## src/rtl/gds_pkg.sv

```systemverilog
// Shared types and constants for the Gregorian date stepper.
// No dependencies; imported by every module of the block.
package gds_pkg;

   // field widths
   localparam int DAY_W   = 5;
   localparam int MONTH_W = 4;
   localparam int YEAR_W  = 14;
   localparam int DOY_W   = 9;

   // leap test: year / 25 by reciprocal multiply, exact for all 14-bit years
   localparam int RECIP_W     = 15;
   localparam int LEAP_RECIP  = 20972;   // ceil(2^19 / 25)
   localparam int LEAP_SHIFT  = 19;
   localparam int LEAP_PROD_W = YEAR_W + RECIP_W;
   localparam int QUOT_W      = 10;      // 16383 / 25 < 1024

   // request command codes
   typedef enum logic [1:0] {
      CMD_LOAD  = 2'd0,
      CMD_ADD   = 2'd1,
      CMD_SUB   = 2'd2,
      CMD_QUERY = 2'd3
   } cmd_type;

   // controller states
   typedef enum logic [2:0] {
      ST_IDLE,
      ST_PREP1,
      ST_PREP2,
      ST_EXEC,
      ST_STEP,
      ST_SETTLE1,
      ST_SETTLE2,
      ST_CAPTURE
   } state_type;

   // controller to datapath
   typedef struct packed {
      logic capture_req;   // register the request word
      logic use_req_year;  // leap unit looks at the requested year
      logic commit_load;   // check and commit a load
      logic step;          // move the date by one day
      logic set_limit;     // flag saturation
      logic capture_rsp;   // register the response word
   } ctl_cmd_type;

   // datapath to controller
   typedef struct packed {
      cmd_type cmd;        // command of the word in progress
      logic    cnt_zero;   // no days left to step
      logic    at_limit;   // date sits at the limit in the step direction
   } dp_status_type;

endpackage

```

## src/rtl/gregorian_date_stepper.sv

```systemverilog
// A word passes ST_PREP1 and ST_PREP2, then ST_EXEC for a load or the step loop for an
// add/subtract (one day per cycle until the count is spent or the limit is reached),
// then ST_SETTLE1, ST_SETTLE2 (two-stage leap unit) and ST_CAPTURE, held by rsp_stall.
// A new word is taken the cycle after its predecessor's response is registered.
// Reset: date 1-01-01, no response pending, controller idle.
// Top level of the date stepper; depends on gds_pkg, gds_ctrl, gds_dpath.
module gregorian_date_stepper import gds_pkg::*; #(
   parameter int COUNT_BITS = 16,
   parameter int MAX_YEAR   = 9999
) (
   input  logic               clock,
   input  logic               reset,
   input  logic               req_valid,
   output logic               req_stall,
   input  logic [1:0]         req_cmd,
   input  logic [DAY_W-1:0]   req_in_day,
   input  logic [MONTH_W-1:0] req_in_month,
   input  logic [YEAR_W-1:0]  req_in_year,
   input  logic [15:0]        req_day_count,
   output logic               rsp_valid,
   input  logic               rsp_stall,
   output logic [DAY_W-1:0]   rsp_out_day,
   output logic [MONTH_W-1:0] rsp_out_month,
   output logic [YEAR_W-1:0]  rsp_out_year,
   output logic               rsp_leap_year,
   output logic [DOY_W-1:0]   rsp_day_of_year,
   output logic               rsp_load_valid,
   output logic               rsp_limit_hit
);

   ctl_cmd_type   ctl;
   dp_status_type status;

   gds_ctrl u_ctrl (
      .clock     (clock),
      .reset     (reset),
      .req_valid (req_valid),
      .req_stall (req_stall),
      .rsp_valid (rsp_valid),
      .rsp_stall (rsp_stall),
      .status    (status),
      .ctl       (ctl)
   );

   gds_dpath #(
      .COUNT_BITS (COUNT_BITS),
      .MAX_YEAR   (MAX_YEAR)
   ) u_dpath (
      .clock           (clock),
      .reset           (reset),
      .ctl             (ctl),
      .status          (status),
      .req_cmd         (req_cmd),
      .req_in_day      (req_in_day),
      .req_in_month    (req_in_month),
      .req_in_year     (req_in_year),
      .req_day_count   (req_day_count),
      .rsp_out_day     (rsp_out_day),
      .rsp_out_month   (rsp_out_month),
      .rsp_out_year    (rsp_out_year),
      .rsp_leap_year   (rsp_leap_year),
      .rsp_day_of_year (rsp_day_of_year),
      .rsp_load_valid  (rsp_load_valid),
      .rsp_limit_hit   (rsp_limit_hit)
   );

endmodule

```

## src/rtl/gds_leap.sv

```systemverilog
// Two-stage Gregorian leap-year unit (4/100/400 rule).
// Depends on gds_pkg; the year is registered with its quotient, then the leap flag is registered.
module gds_leap import gds_pkg::*; (
   input  logic              clock,
   input  logic              reset,
   input  logic [YEAR_W-1:0] year,
   output logic              leap
);

   logic [LEAP_PROD_W-1:0] prod;
   logic [QUOT_W-1:0]      quot_ff;
   logic [QUOT_W-1:0]      quot_in;
   logic [YEAR_W-1:0]      yr_ff;
   logic [YEAR_W-1:0]      q25;
   logic                   rem_zero;
   logic                   leap_ff;
   logic                   leap_in;

   // stage 1: quotient by 25
   assign prod    = LEAP_PROD_W'(year) * LEAP_PROD_W'(LEAP_RECIP);
   assign quot_in = prod[LEAP_SHIFT +: QUOT_W];

   // stage 2: remainder test; 400 = 16 * 25
   assign q25      = YEAR_W'({quot_ff, 4'b0000}) + YEAR_W'({quot_ff, 3'b000})
                   + YEAR_W'(quot_ff);
   assign rem_zero = (yr_ff == q25);
   assign leap_in  = ((yr_ff[1:0] == 2'b00) && !rem_zero) ||
                     ((yr_ff[3:0] == 4'b0000) && rem_zero);

   // reset values match year 1
   always_ff @(posedge clock) begin
      if (reset) begin
         quot_ff <= '0;
         yr_ff   <= YEAR_W'(1);
         leap_ff <= 1'b0;
      end else begin
         quot_ff <= quot_in;
         yr_ff   <= year;
         leap_ff <= leap_in;
      end
   end

   assign leap = leap_ff;

endmodule

```

## src/rtl/gds_ctrl.sv

```systemverilog
// Controller state machine of the date stepper.
// Depends on gds_pkg; drives the handshakes and the datapath commands.
module gds_ctrl import gds_pkg::*; (
   input  logic          clock,
   input  logic          reset,
   input  logic          req_valid,
   output logic          req_stall,
   output logic          rsp_valid,
   input  logic          rsp_stall,
   input  dp_status_type status,
   output ctl_cmd_type   ctl
);

   state_type state_ff;
   state_type state_in;
   logic      rsp_valid_ff;
   logic      rsp_valid_in;
   logic      rsp_free;
   logic      step_done;

   assign rsp_free  = !rsp_valid_ff || !rsp_stall;
   assign step_done = status.cnt_zero || status.at_limit;

   // next state
   always_comb begin
      state_in = state_ff;
      case (state_ff)
         ST_IDLE:     if (req_valid) state_in = ST_PREP1;
         ST_PREP1:    state_in = ST_PREP2;
         ST_PREP2: begin
            case (status.cmd)
               CMD_LOAD:         state_in = ST_EXEC;
               CMD_ADD, CMD_SUB: state_in = ST_STEP;
               default:          state_in = ST_SETTLE1;
            endcase
         end
         ST_EXEC:     state_in = ST_SETTLE1;
         ST_STEP:     if (step_done) state_in = ST_SETTLE1;
         ST_SETTLE1:  state_in = ST_SETTLE2;
         ST_SETTLE2:  state_in = ST_CAPTURE;
         ST_CAPTURE:  if (rsp_free) state_in = ST_IDLE;
         default:     state_in = ST_IDLE;
      endcase
   end

   // outputs; only a load looks at the requested year, steps need the stored one
   always_comb begin
      ctl              = '0;
      req_stall        = (state_ff != ST_IDLE);
      ctl.capture_req  = (state_ff == ST_IDLE) && req_valid;
      ctl.use_req_year = (state_ff == ST_PREP1) && (status.cmd == CMD_LOAD);
      ctl.commit_load  = (state_ff == ST_EXEC);
      ctl.step         = (state_ff == ST_STEP) && !step_done;
      ctl.set_limit    = (state_ff == ST_STEP) && !status.cnt_zero && status.at_limit;
      ctl.capture_rsp  = (state_ff == ST_CAPTURE) && rsp_free;
   end

   // response valid: set on capture, cleared when the word is taken
   always_comb begin
      rsp_valid_in = rsp_valid_ff;
      if (rsp_valid_ff && !rsp_stall) rsp_valid_in = 1'b0;
      if (ctl.capture_rsp)            rsp_valid_in = 1'b1;
   end

   always_ff @(posedge clock) begin
      if (reset) begin
         state_ff     <= ST_IDLE;
         rsp_valid_ff <= 1'b0;
      end else begin
         state_ff     <= state_in;
         rsp_valid_ff <= rsp_valid_in;
      end
   end

   assign rsp_valid = rsp_valid_ff;

endmodule

```

## src/rtl/gds_dpath.sv

```systemverilog
// Datapath of the date stepper: stored date, day counter, flags, output word.
// Depends on gds_pkg and gds_leap; commanded by gds_ctrl.
module gds_dpath import gds_pkg::*; #(
   parameter int COUNT_BITS = 16,
   parameter int MAX_YEAR   = 9999
) (
   input  logic               clock,
   input  logic               reset,
   input  ctl_cmd_type        ctl,
   output dp_status_type      status,
   input  logic [1:0]         req_cmd,
   input  logic [DAY_W-1:0]   req_in_day,
   input  logic [MONTH_W-1:0] req_in_month,
   input  logic [YEAR_W-1:0]  req_in_year,
   input  logic [15:0]        req_day_count,
   output logic [DAY_W-1:0]   rsp_out_day,
   output logic [MONTH_W-1:0] rsp_out_month,
   output logic [YEAR_W-1:0]  rsp_out_year,
   output logic               rsp_leap_year,
   output logic [DOY_W-1:0]   rsp_day_of_year,
   output logic               rsp_load_valid,
   output logic               rsp_limit_hit
);

   localparam logic [YEAR_W-1:0] MAX_YEAR_V = YEAR_W'(MAX_YEAR);

   // days in a month; zero for a month code that means nothing
   function automatic logic [DAY_W-1:0] month_len(input logic [MONTH_W-1:0] m,
                                                  input logic leap);
      logic [DAY_W-1:0] len;
      case (m) inside
         4'd1, 4'd3, 4'd5, 4'd7, 4'd8, 4'd10, 4'd12: len = DAY_W'(31);
         4'd4, 4'd6, 4'd9, 4'd11:                    len = DAY_W'(30);
         4'd2:                                       len = leap ? DAY_W'(29) : DAY_W'(28);
         default:                                    len = '0;
      endcase
      return len;
   endfunction

   // days before the first of a month in a common year
   function automatic logic [DOY_W-1:0] days_before(input logic [MONTH_W-1:0] m);
      logic [DOY_W-1:0] d;
      case (m)
         4'd2:    d = DOY_W'(31);
         4'd3:    d = DOY_W'(59);
         4'd4:    d = DOY_W'(90);
         4'd5:    d = DOY_W'(120);
         4'd6:    d = DOY_W'(151);
         4'd7:    d = DOY_W'(181);
         4'd8:    d = DOY_W'(212);
         4'd9:    d = DOY_W'(243);
         4'd10:   d = DOY_W'(273);
         4'd11:   d = DOY_W'(304);
         4'd12:   d = DOY_W'(334);
         default: d = '0;
      endcase
      return d;
   endfunction

   // request word
   cmd_type               cmd_ff;
   logic [DAY_W-1:0]      ld_day_ff;
   logic [MONTH_W-1:0]    ld_month_ff;
   logic [YEAR_W-1:0]     ld_year_ff;
   logic [COUNT_BITS-1:0] cnt_ff;
   logic [COUNT_BITS-1:0] cnt_in;

   // stored date
   logic [DAY_W-1:0]      day_ff,   day_in;
   logic [MONTH_W-1:0]    month_ff, month_in;
   logic [YEAR_W-1:0]     year_ff,  year_in;

   // status flags of the word in progress
   logic                  valid_ff, valid_in;
   logic                  limit_ff, limit_in;

   // response word
   logic [DAY_W-1:0]      out_day_ff;
   logic [MONTH_W-1:0]    out_month_ff;
   logic [YEAR_W-1:0]     out_year_ff;
   logic                  out_leap_ff;
   logic [DOY_W-1:0]      out_doy_ff;
   logic                  out_valid_ff;
   logic                  out_limit_ff;

   logic [YEAR_W-1:0]     leap_year_sel;
   logic                  leap;
   logic [DAY_W-1:0]      cur_len;
   logic [DAY_W-1:0]      prev_len;
   logic [MONTH_W-1:0]    prev_month;
   logic                  load_ok;
   logic [DOY_W-1:0]      doy;

   // leap flag of the requested year while a load is checked, else of the stored year
   assign leap_year_sel = ctl.use_req_year ? ld_year_ff : year_ff;

   gds_leap u_leap (
      .clock (clock),
      .reset (reset),
      .year  (leap_year_sel),
      .leap  (leap)
   );

   assign cur_len    = month_len(month_ff, leap);
   assign prev_month = month_ff - MONTH_W'(1);
   assign prev_len   = month_len(prev_month, leap);

   // load check; leap here belongs to the requested year
   assign load_ok = (ld_year_ff != '0) && (ld_year_ff <= MAX_YEAR_V) &&
                    (ld_day_ff != '0) && (ld_day_ff <= month_len(ld_month_ff, leap));

   // status
   always_comb begin
      status.cmd      = cmd_ff;
      status.cnt_zero = (cnt_ff == '0);
      if (cmd_ff == CMD_ADD) begin
         status.at_limit = (year_ff >= MAX_YEAR_V) && (month_ff == MONTH_W'(12)) &&
                           (day_ff == DAY_W'(31));
      end else begin
         status.at_limit = (year_ff <= YEAR_W'(1)) && (month_ff == MONTH_W'(1)) &&
                           (day_ff == DAY_W'(1));
      end
   end

   // date update: load commit or one day forward / back
   always_comb begin
      day_in   = day_ff;
      month_in = month_ff;
      year_in  = year_ff;
      if (ctl.commit_load && load_ok) begin
         day_in   = ld_day_ff;
         month_in = ld_month_ff;
         year_in  = ld_year_ff;
      end else if (ctl.step && (cmd_ff == CMD_ADD)) begin
         if (day_ff < cur_len) begin
            day_in = day_ff + DAY_W'(1);
         end else if (month_ff < MONTH_W'(12)) begin
            month_in = month_ff + MONTH_W'(1);
            day_in   = DAY_W'(1);
         end else begin
            year_in  = year_ff + YEAR_W'(1);
            month_in = MONTH_W'(1);
            day_in   = DAY_W'(1);
         end
      end else if (ctl.step) begin
         if (day_ff > DAY_W'(1)) begin
            day_in = day_ff - DAY_W'(1);
         end else if (month_ff > MONTH_W'(1)) begin
            month_in = prev_month;
            day_in   = prev_len;
         end else begin
            year_in  = year_ff - YEAR_W'(1);
            month_in = MONTH_W'(12);
            day_in   = DAY_W'(31);
         end
      end
   end

   // day counter and flags
   always_comb begin
      cnt_in   = cnt_ff;
      valid_in = valid_ff;
      limit_in = limit_ff;
      if (ctl.capture_req) begin
         cnt_in   = COUNT_BITS'(32'(req_day_count));
         valid_in = 1'b1;
         limit_in = 1'b0;
      end else begin
         if (ctl.step)                      cnt_in   = cnt_ff - COUNT_BITS'(1);
         if (ctl.commit_load && !load_ok)   valid_in = 1'b0;
         if (ctl.set_limit)                 limit_in = 1'b1;
      end
   end

   // ordinal day; month is always 1..12 here
   assign doy = days_before(month_ff) + DOY_W'(day_ff) +
                DOY_W'(leap && (month_ff > MONTH_W'(2)));

   // stored date and flags
   always_ff @(posedge clock) begin
      if (reset) begin
         day_ff   <= DAY_W'(1);
         month_ff <= MONTH_W'(1);
         year_ff  <= YEAR_W'(1);
         valid_ff <= 1'b1;
         limit_ff <= 1'b0;
         cnt_ff   <= '0;
         cmd_ff   <= CMD_QUERY;
      end else begin
         day_ff   <= day_in;
         month_ff <= month_in;
         year_ff  <= year_in;
         valid_ff <= valid_in;
         limit_ff <= limit_in;
         cnt_ff   <= cnt_in;
         if (ctl.capture_req) cmd_ff <= cmd_type'(req_cmd);
      end
   end

   // request and response words
   always_ff @(posedge clock) begin
      if (ctl.capture_req) begin
         ld_day_ff   <= req_in_day;
         ld_month_ff <= req_in_month;
         ld_year_ff  <= req_in_year;
      end
      if (ctl.capture_rsp) begin
         out_day_ff   <= day_ff;
         out_month_ff <= month_ff;
         out_year_ff  <= year_ff;
         out_leap_ff  <= leap;
         out_doy_ff   <= doy;
         out_valid_ff <= valid_ff;
         out_limit_ff <= limit_ff;
      end
   end

   assign rsp_out_day     = out_day_ff;
   assign rsp_out_month   = out_month_ff;
   assign rsp_out_year    = out_year_ff;
   assign rsp_leap_year   = out_leap_ff;
   assign rsp_day_of_year = out_doy_ff;
   assign rsp_load_valid  = out_valid_ff;
   assign rsp_limit_hit   = out_limit_ff;

endmodule
```

## config.mk

```make
export PLATFORM = sky130hd
export DESIGN_NAME = gregorian_date_stepper
export DESIGN_NICKNAME = d
export VERILOG_FILES = /design/src/rtl/gds_pkg.sv /design/src/rtl/gregorian_date_stepper.sv /design/src/rtl/gds_leap.sv /design/src/rtl/gds_ctrl.sv /design/src/rtl/gds_dpath.sv
export SDC_FILE = /design/constraint.sdc
export NUM_CORES = 1
export LEC_CHECK = 0
export CORE_ASPECT_RATIO = 0.7
export CORE_MARGIN = 10
export CORE_UTILIZATION = 23
export DETAILED_ROUTE_END_ITERATION = 6
export DONT_BUFFER_PORTS = 1
export SLEW_MARGIN = 0
export SYNTH_ARGS = -nofsm -noshare
export SYNTH_HDL_FRONTEND = slang
export SYNTH_SLANG_ARGS = --single-unit
export TNS_END_PERCENT = 50
```

## constraint.sdc

```tcl
create_clock -name clock -period 9.59 [get_ports clock]
set_clock_uncertainty 0.05 [all_clocks]
set_input_delay 1.918 -clock clock [delete_from_list [all_inputs] [get_ports clock]]
set_output_delay 1.918 -clock clock [all_outputs]
set_load 0.01 [all_outputs]
```

# After elaboration in Yosys (flattened, before gate mapping)
# Memory sizes are Yosys's and may differ from the RTL's. A register that Yosys moved wholly into a read port is not among the register bits.
# Index checks and enable logic that the tools add are counted.
[word_totals]
ff_bits = 130
latchBits = 0
ram_bits = 0
rom_bits = 144
input_bits = 45
out_inout_bits = 37
elab_cells = 193
memories = 1
[memory_table]
columns = ["memory", "words", "word_bits", "rd", "rd_ports_with_merged_regs", "write_ports", "line_no", "text"]
rows = [
  ["(no name shown)", 16, 9, 1, 1, 0, "gds_dpath.sv:43", "case (m)"],
]
[op_classes]
n_addsub = 11
n_mul = 1
n_div = 0
n_lt_le_gt_ge = 9
eq_ne = 55
shift = 0
n_mux = 43
bitwise = 0
reduce_logical = 51
[op_table]
columns = ["operator", "n"]
rows = [
  ["$mux 14", 8],
  ["$mux 5", 15],
  ["$eq 4x4->1 const B", 15],
  ["$eq 4x3->1 const B", 12],
  ["$mux 4", 9],
  ["$mux 16", 2],
  ["$mul 14x13->27 const B", 1],
  ["$eq 4x2->1 const B", 6],
  ["$pmux 3 s8", 1],
  ["$reduce_or 7->1", 3],
  ["$logic_and 1x1->1", 20],
  ["$logic_not 16->1", 1],
  ["$sub 16x1->16 const B", 1],
  ["$add 14x1->14 const B", 1],
  ["$add 14x10->14", 1],
  ["$add 14x13->14", 1],
  ["$eq 14x14->1", 1],
  ["$ge 14x14->1 const B", 1],
  ["$le 14x1->1 const B", 1],
  ["$le 14x14->1 const B", 1],
  ["$reduce_bool 14->1", 1],
  ["$sub 14x1->14 const B", 1],
  ["$eq 3x3->1 const B", 4],
  ["$eq 4x1->1 const B", 3],
  ["37 further kinds", 60],
]

# Logic depth before layout (Yosys ltp)
[depth]
depth_word = 12
ltp_mapped = 25
ltp_nobuf = 24

# Hierarchy
# From an unflattened synthesis, not the netlist that was laid out.
[unflattened]
cells_unflattened = 1136
hier_area_um2 = 11333.4
[by_module_without_submodules]
columns = ["module", "instances", "cells_each", "area_each_um2", "seq_area_each_um2"]
rows = [
  ["gds_dpath", 1, 615, 6263.5, 2782.7],
  ["gds_leap", 1, 485, 4762.1, 500.5],
  ["gds_ctrl", 1, 36, 307.8, 80.1],
]

# Worst setup path before layout
# Ideal clock, no wire load.
[synth_timing]
path_type = "register -> register"
startpoint = "register u_dpath.cmd_ff[0]"
endpoint = "register u_dpath.u_leap.quot_ff[8]"
setup_time_ns = 0.121
t_arrival_ns = 7.022
required_time_ns = 9.419
path_slack_ns = 2.397
stages_incl_launch_ff = 24
path_buffers = 1
synth_period_minus_slack_ns = 7.193
path_cell_list = "dfxtp_1 inv_1 ha_1 nor3b_1 clkbuf_1 mux2i_1 inv_1 ha_1 o21bai_1 ha_1 fa_1 fa_1 inv_1 fa_1 inv_1 ha_1 or4_1 a221o_1 a21oi_1 a22oi_1 a221oi_1 o21ai_0 nor2_1 mux2_2"
[synth_via]
elab_chain_cells = 4
[synth_lines]
columns = ["element", "line_no", "text"]
rows = [
  ["from (decl)", "gds_dpath.sv:61", "cmd_type cmd_ff;"],
  ["from (signal assigned)", "gds_dpath.sv:196", "if (ctl.capture_req) cmd_ff <= cmd_type'(req_cmd);"],
  ["$logic_not 2->1", "gds_ctrl.sv:51", "ctl.use_req_year = (state_ff == ST_PREP1) && (status.cmd == CMD_LOAD);"],
  ["$logic_and 1x1->1", "gds_ctrl.sv:51", ""],
  ["$mux 14", "gds_dpath.sv:95", "assign leap_year_sel = ctl.use_req_year ? ld_year_ff : year_ff;"],
  ["named net u_dpath.leap_year_sel[9]", "gds_dpath.sv:86", "logic [YEAR_W-1:0] leap_year_sel;"],
  ["$mul 14x13->27", "gds_leap.sv:20", "assign prod = LEAP_PROD_W'(year) * LEAP_PROD_W'(LEAP_RECIP);"],
  ["to (signal assigned)", "gds_leap.sv:37", "quot_ff <= quot_in;"],
  ["to (decl)", "gds_leap.sv:11", "logic [QUOT_W-1:0] quot_ff;"],
]
# The timed path passes the listed nets, and every way through them passes these cells.
# A chain may end at the register's enable or synchronous reset.

# Final worst setup path
[layout_timing]
startpoint = "register u_ctrl.state_ff[1]"
endpoint = "register u_dpath.u_leap.quot_ff[8]"
[layout_via]
elab_chain_cells = 4
[layout_lines]
columns = ["element", "line_no", "text"]
rows = [
  ["from (decl)", "gds_ctrl.sv:14", "state_type state_ff;"],
  ["from (signal assigned)", "gds_ctrl.sv:70", "state_ff <= state_in;"],
  ["$eq 3x1->1", "gds_ctrl.sv:51", ""],
  ["$logic_and 1x1->1", "gds_ctrl.sv:51", ""],
  ["$mux 14", "gds_dpath.sv:95", ""],
  ["named net u_dpath.leap_year_sel[9]", "gds_dpath.sv:86", ""],
  ["$mul 14x13->27", "gds_leap.sv:20", ""],
]
# The timed path passes the listed nets, and every way through them passes these cells.

==> out/results.ini <==
[outcome]
outcome = complete, no violations

[cells_and_area]
syn2layout_area_growth_pct = 10.9
diodes = 0
layout.area.seq_sq_um = 3360
n_fill_cell = 5039
nets = 1360
multi_input_area_sq_um = 7080
drive_gt1_share_pct = 5.34

[power_and_ir_drop]
clkPwrFrac_pct = 21.3
power.leakage_uw = 0.00535
p_seq_share_pct = 31.8
vdd_drop_max_mv = 0.112
power_frac_comb_pct = 46.8
p_int_uw = 1660
netSwitchingPower_uw = 1250
powerDensity_nw_per_um2 = 238
power_uw = 2920
swShare_pct = 43.0

[setup_path]
crit_type = reg -> reg
required_ns = 9.86
crit_fanout = 10
crit_path_end_kind = flip-flop
start_kind = flip-flop
worstPathArrival_ns = 8.14

[grt]
grt_max_degree = 71
gr-total-overflow = 0
grt_use_total_pct = 10.9
grt_antenna_before_repair = 0
grt_pass1_wl_mm = 48.4
grt_pass1_vias = 8178

[yosys]
yosys.area.top_type_share_pct = 16.2
synth_top_area_cell = ha_1
synthArstFlopShare_pct = 0
syn_avg_cell_area_sq_um = 9.76
synth_nets = 1381
ys_seq_elements = 139
synthTopCellsByArea = ha_1 16%, edfxtp_1 16%, dfxtp_1 15%
synth_common_cells = 143 x ha_1, 109 x inv_1, 105 x nor2_1
ys_seq_area_share_pct = 30.5
synth_most_common_cell = ha_1
yosysWarningCount = 0
synth_area_sq_um = 11000
synth_cell_types = 77
ys.flop_type = dfxtp_1
syn_inst = 1131
synth_edf_count = 58

[drt]
first_pass_iters = 5
drt_iter0_markers = 705
routed_wl_mm = 30.6
vias_per_cell = 4.75
drtAntennaViolNets = 0
via_count = 8289
wl_per_cell_microns = 17.5
drc = 0

[cts]
post_cts_buffers = 0
insertion_delay_ns = 0.44
cts_resized = 0
clk_path_buf_depth = 2
htree_levels = 4
cts_buffers = 17
postCtsHoldBufs = 0
clk_pin_slew_ns = 0.06
cts_tree = done
clock_sinks = 139
root_buffer = clkbuf_16

[sta]
finalCritPeriodShare_pct = 82.0
finalHoldViolations = 0
rsz0062_at_grt = false
fin_setup_tns_ns = 0
fmax_mhz = 127
maxSlewViolCount = 0
max_slew.worst_pin.slew_ns = 1.25
finalSetupViolCount = 0
period_needed_ns = 7.86
relSlewSlack_pct = 14.0

[die]
core_sq_um = 47600
ios = 82
initial_core_util_pct = 23.2
row_count = 67
die_h_microns = 203
fp.dieArea_sq_um = 57300
die_x_microns = 282

[hold_path]
worstHoldPathType = reg -> reg

[place]
gp_congestion = 0.893
hpwl_mm = 24.4
io_buffers = 0

[run]
drv_cap = 0

critical path: stages (launching register included):
cell      delay (ns)
dfxtp_1         0.37
nand2b_1        0.21
nor3b_2         0.94
mux2i_1         0.90
inv_1           0.23
ha_1            0.27
o21bai_1        0.16
ha_1            0.33
fa_1            0.49
fa_1            0.56
inv_1           0.06
fa_1            0.53
inv_1           0.04
ha_1            0.20
or4_1           0.51
a221o_1         0.27
a21oi_1         0.13
a22oi_1         0.19
a221oi_1        0.52
o21ai_0         0.29
nor2_1          0.17
mux2_2          0.34
cell usage in the layout (no fill, tap or decap), types with 4 or more instances in the layout:
master,instances
o31ai_1,7
edfxtp_1,58
a211oi_1,17
dfxtp_1,81
a221oi_1,7
nor4_1,15
o21ai_0,32
nand4_1,12
a21boi_0,4
xnor2_1,40
a21oi_1,45
nor2_1,105
ha_1,143
inv_1,109
a311oi_1,6
clkbuf_8,5
a21o_1,11
o211ai_1,10
a22oi_1,12
nand2_1,51
and2_1,7
o31a_1,4
and3_1,11
fa_1,62
nor2b_1,6
clkbuf_16,17
xor2_1,33
mux2i_1,24
nand3_1,29
nand2b_1,10
o21bai_1,10
a31oi_1,16
or3_1,10
o221ai_1,4
nor3_1,28
buf_4,6
power groups by stage:
stage          combinational, uW  clock (uW)  sequential (uW)
4_1_cts                     1370         641              926
5_1_grt                     1560         663              948
2_1_floorplan               1100           0              844
6_report                    1370         623              929
3_3_place_gp                1330           0              933
3_5_place_dp                1350           0              937
worst paths after layout:
kind,startpoint,endpoint,slack [ns],depth (start not counted)
worst min register to register,u_dpath.limit_ff$_SDFFE_PP0P_,u_dpath.rsp_limit_hit$_DFFE_PP_,0.40,0
worst max register to register,u_ctrl.state_ff[1]$_SDFFE_PP0P_,u_dpath.u_leap.quot_ff[8]$_SDFF_PP0_,1.73,21
worst max-delay path,u_ctrl.state_ff[1]$_SDFFE_PP0P_,u_dpath.u_leap.quot_ff[8]$_SDFF_PP0_,1.73,21
worst min-delay path,u_dpath.limit_ff$_SDFFE_PP0P_,u_dpath.rsp_limit_hit$_DFFE_PP_,0.40,0
flip-flops by register name, indices dropped and copies added (netlist names), 9 cells and up, named ones only:
register and cells:
u_dpath.year_ff 14, u_dpath.ld_year_ff 14, u_dpath.cnt_ff 16, u_dpath.u_leap.quot_ff 10, u_dpath.u_leap.yr_ff 14, u_dpath.rsp_out_year 14, u_dpath.rsp_day_of_year 9
cells by family (layout without fill, tap and decap cells):
family | Yosys count | count (layout) | synth area share (%)
XOR/XNOR | 73 | 73 | 5.80
buffers and inverters | 156 | 148 | 5.58
multiplexers | 27 | 27 | 2.48
adder cells (fa/ha/maj) | 205 | 205 | 27.5
AND/OR/NAND/NOR | 308 | 308 | 13.9
AO/OA/AOI/OAI | 223 | 223 | 14.3
flip-flops | 139 | 139 | 30.5
through the flow:
stage | utilization (%) | area [sq um] | hold WS [ns] | std cells | setup WS, ns
global route | 25.7 | 12200 | 0.406 | 1744 | 1.15
detailed placement | 24.5 | 11700 | 0.394 | 1712 | 1.83
finish | 25.7 | 12200 | 0.402 | 1744 | 1.73
global placement | 24.5 | 11700 | 0.374 | 1712 | 2.03
floorplan | - | 11000 | 0.353 | 1131 | 2.40
CTS | 25.7 | 12200 | 0.405 | 1744 | 1.75
per-layer routing:
metal	vias up	global-route usage (%)	part of all wire [%]
li1	4005	-	-
met1	4004	16.1	50
met2	262	14.6	40
met3	18	3.87	8.7
met4	0	2.52	0.99
met5	-	0	0
cell type report:
cell class,count,share of cell area [%]
inverters,110,3.38
repair buffers,6,0.368
multi-input cells,836,57.8
clock inverters,9,0.501
flip-flops and latches,139,27.5
clock buffers,23,4.07
well taps,621,6.35
Note: power is estimated with default switching activity, not from simulation.
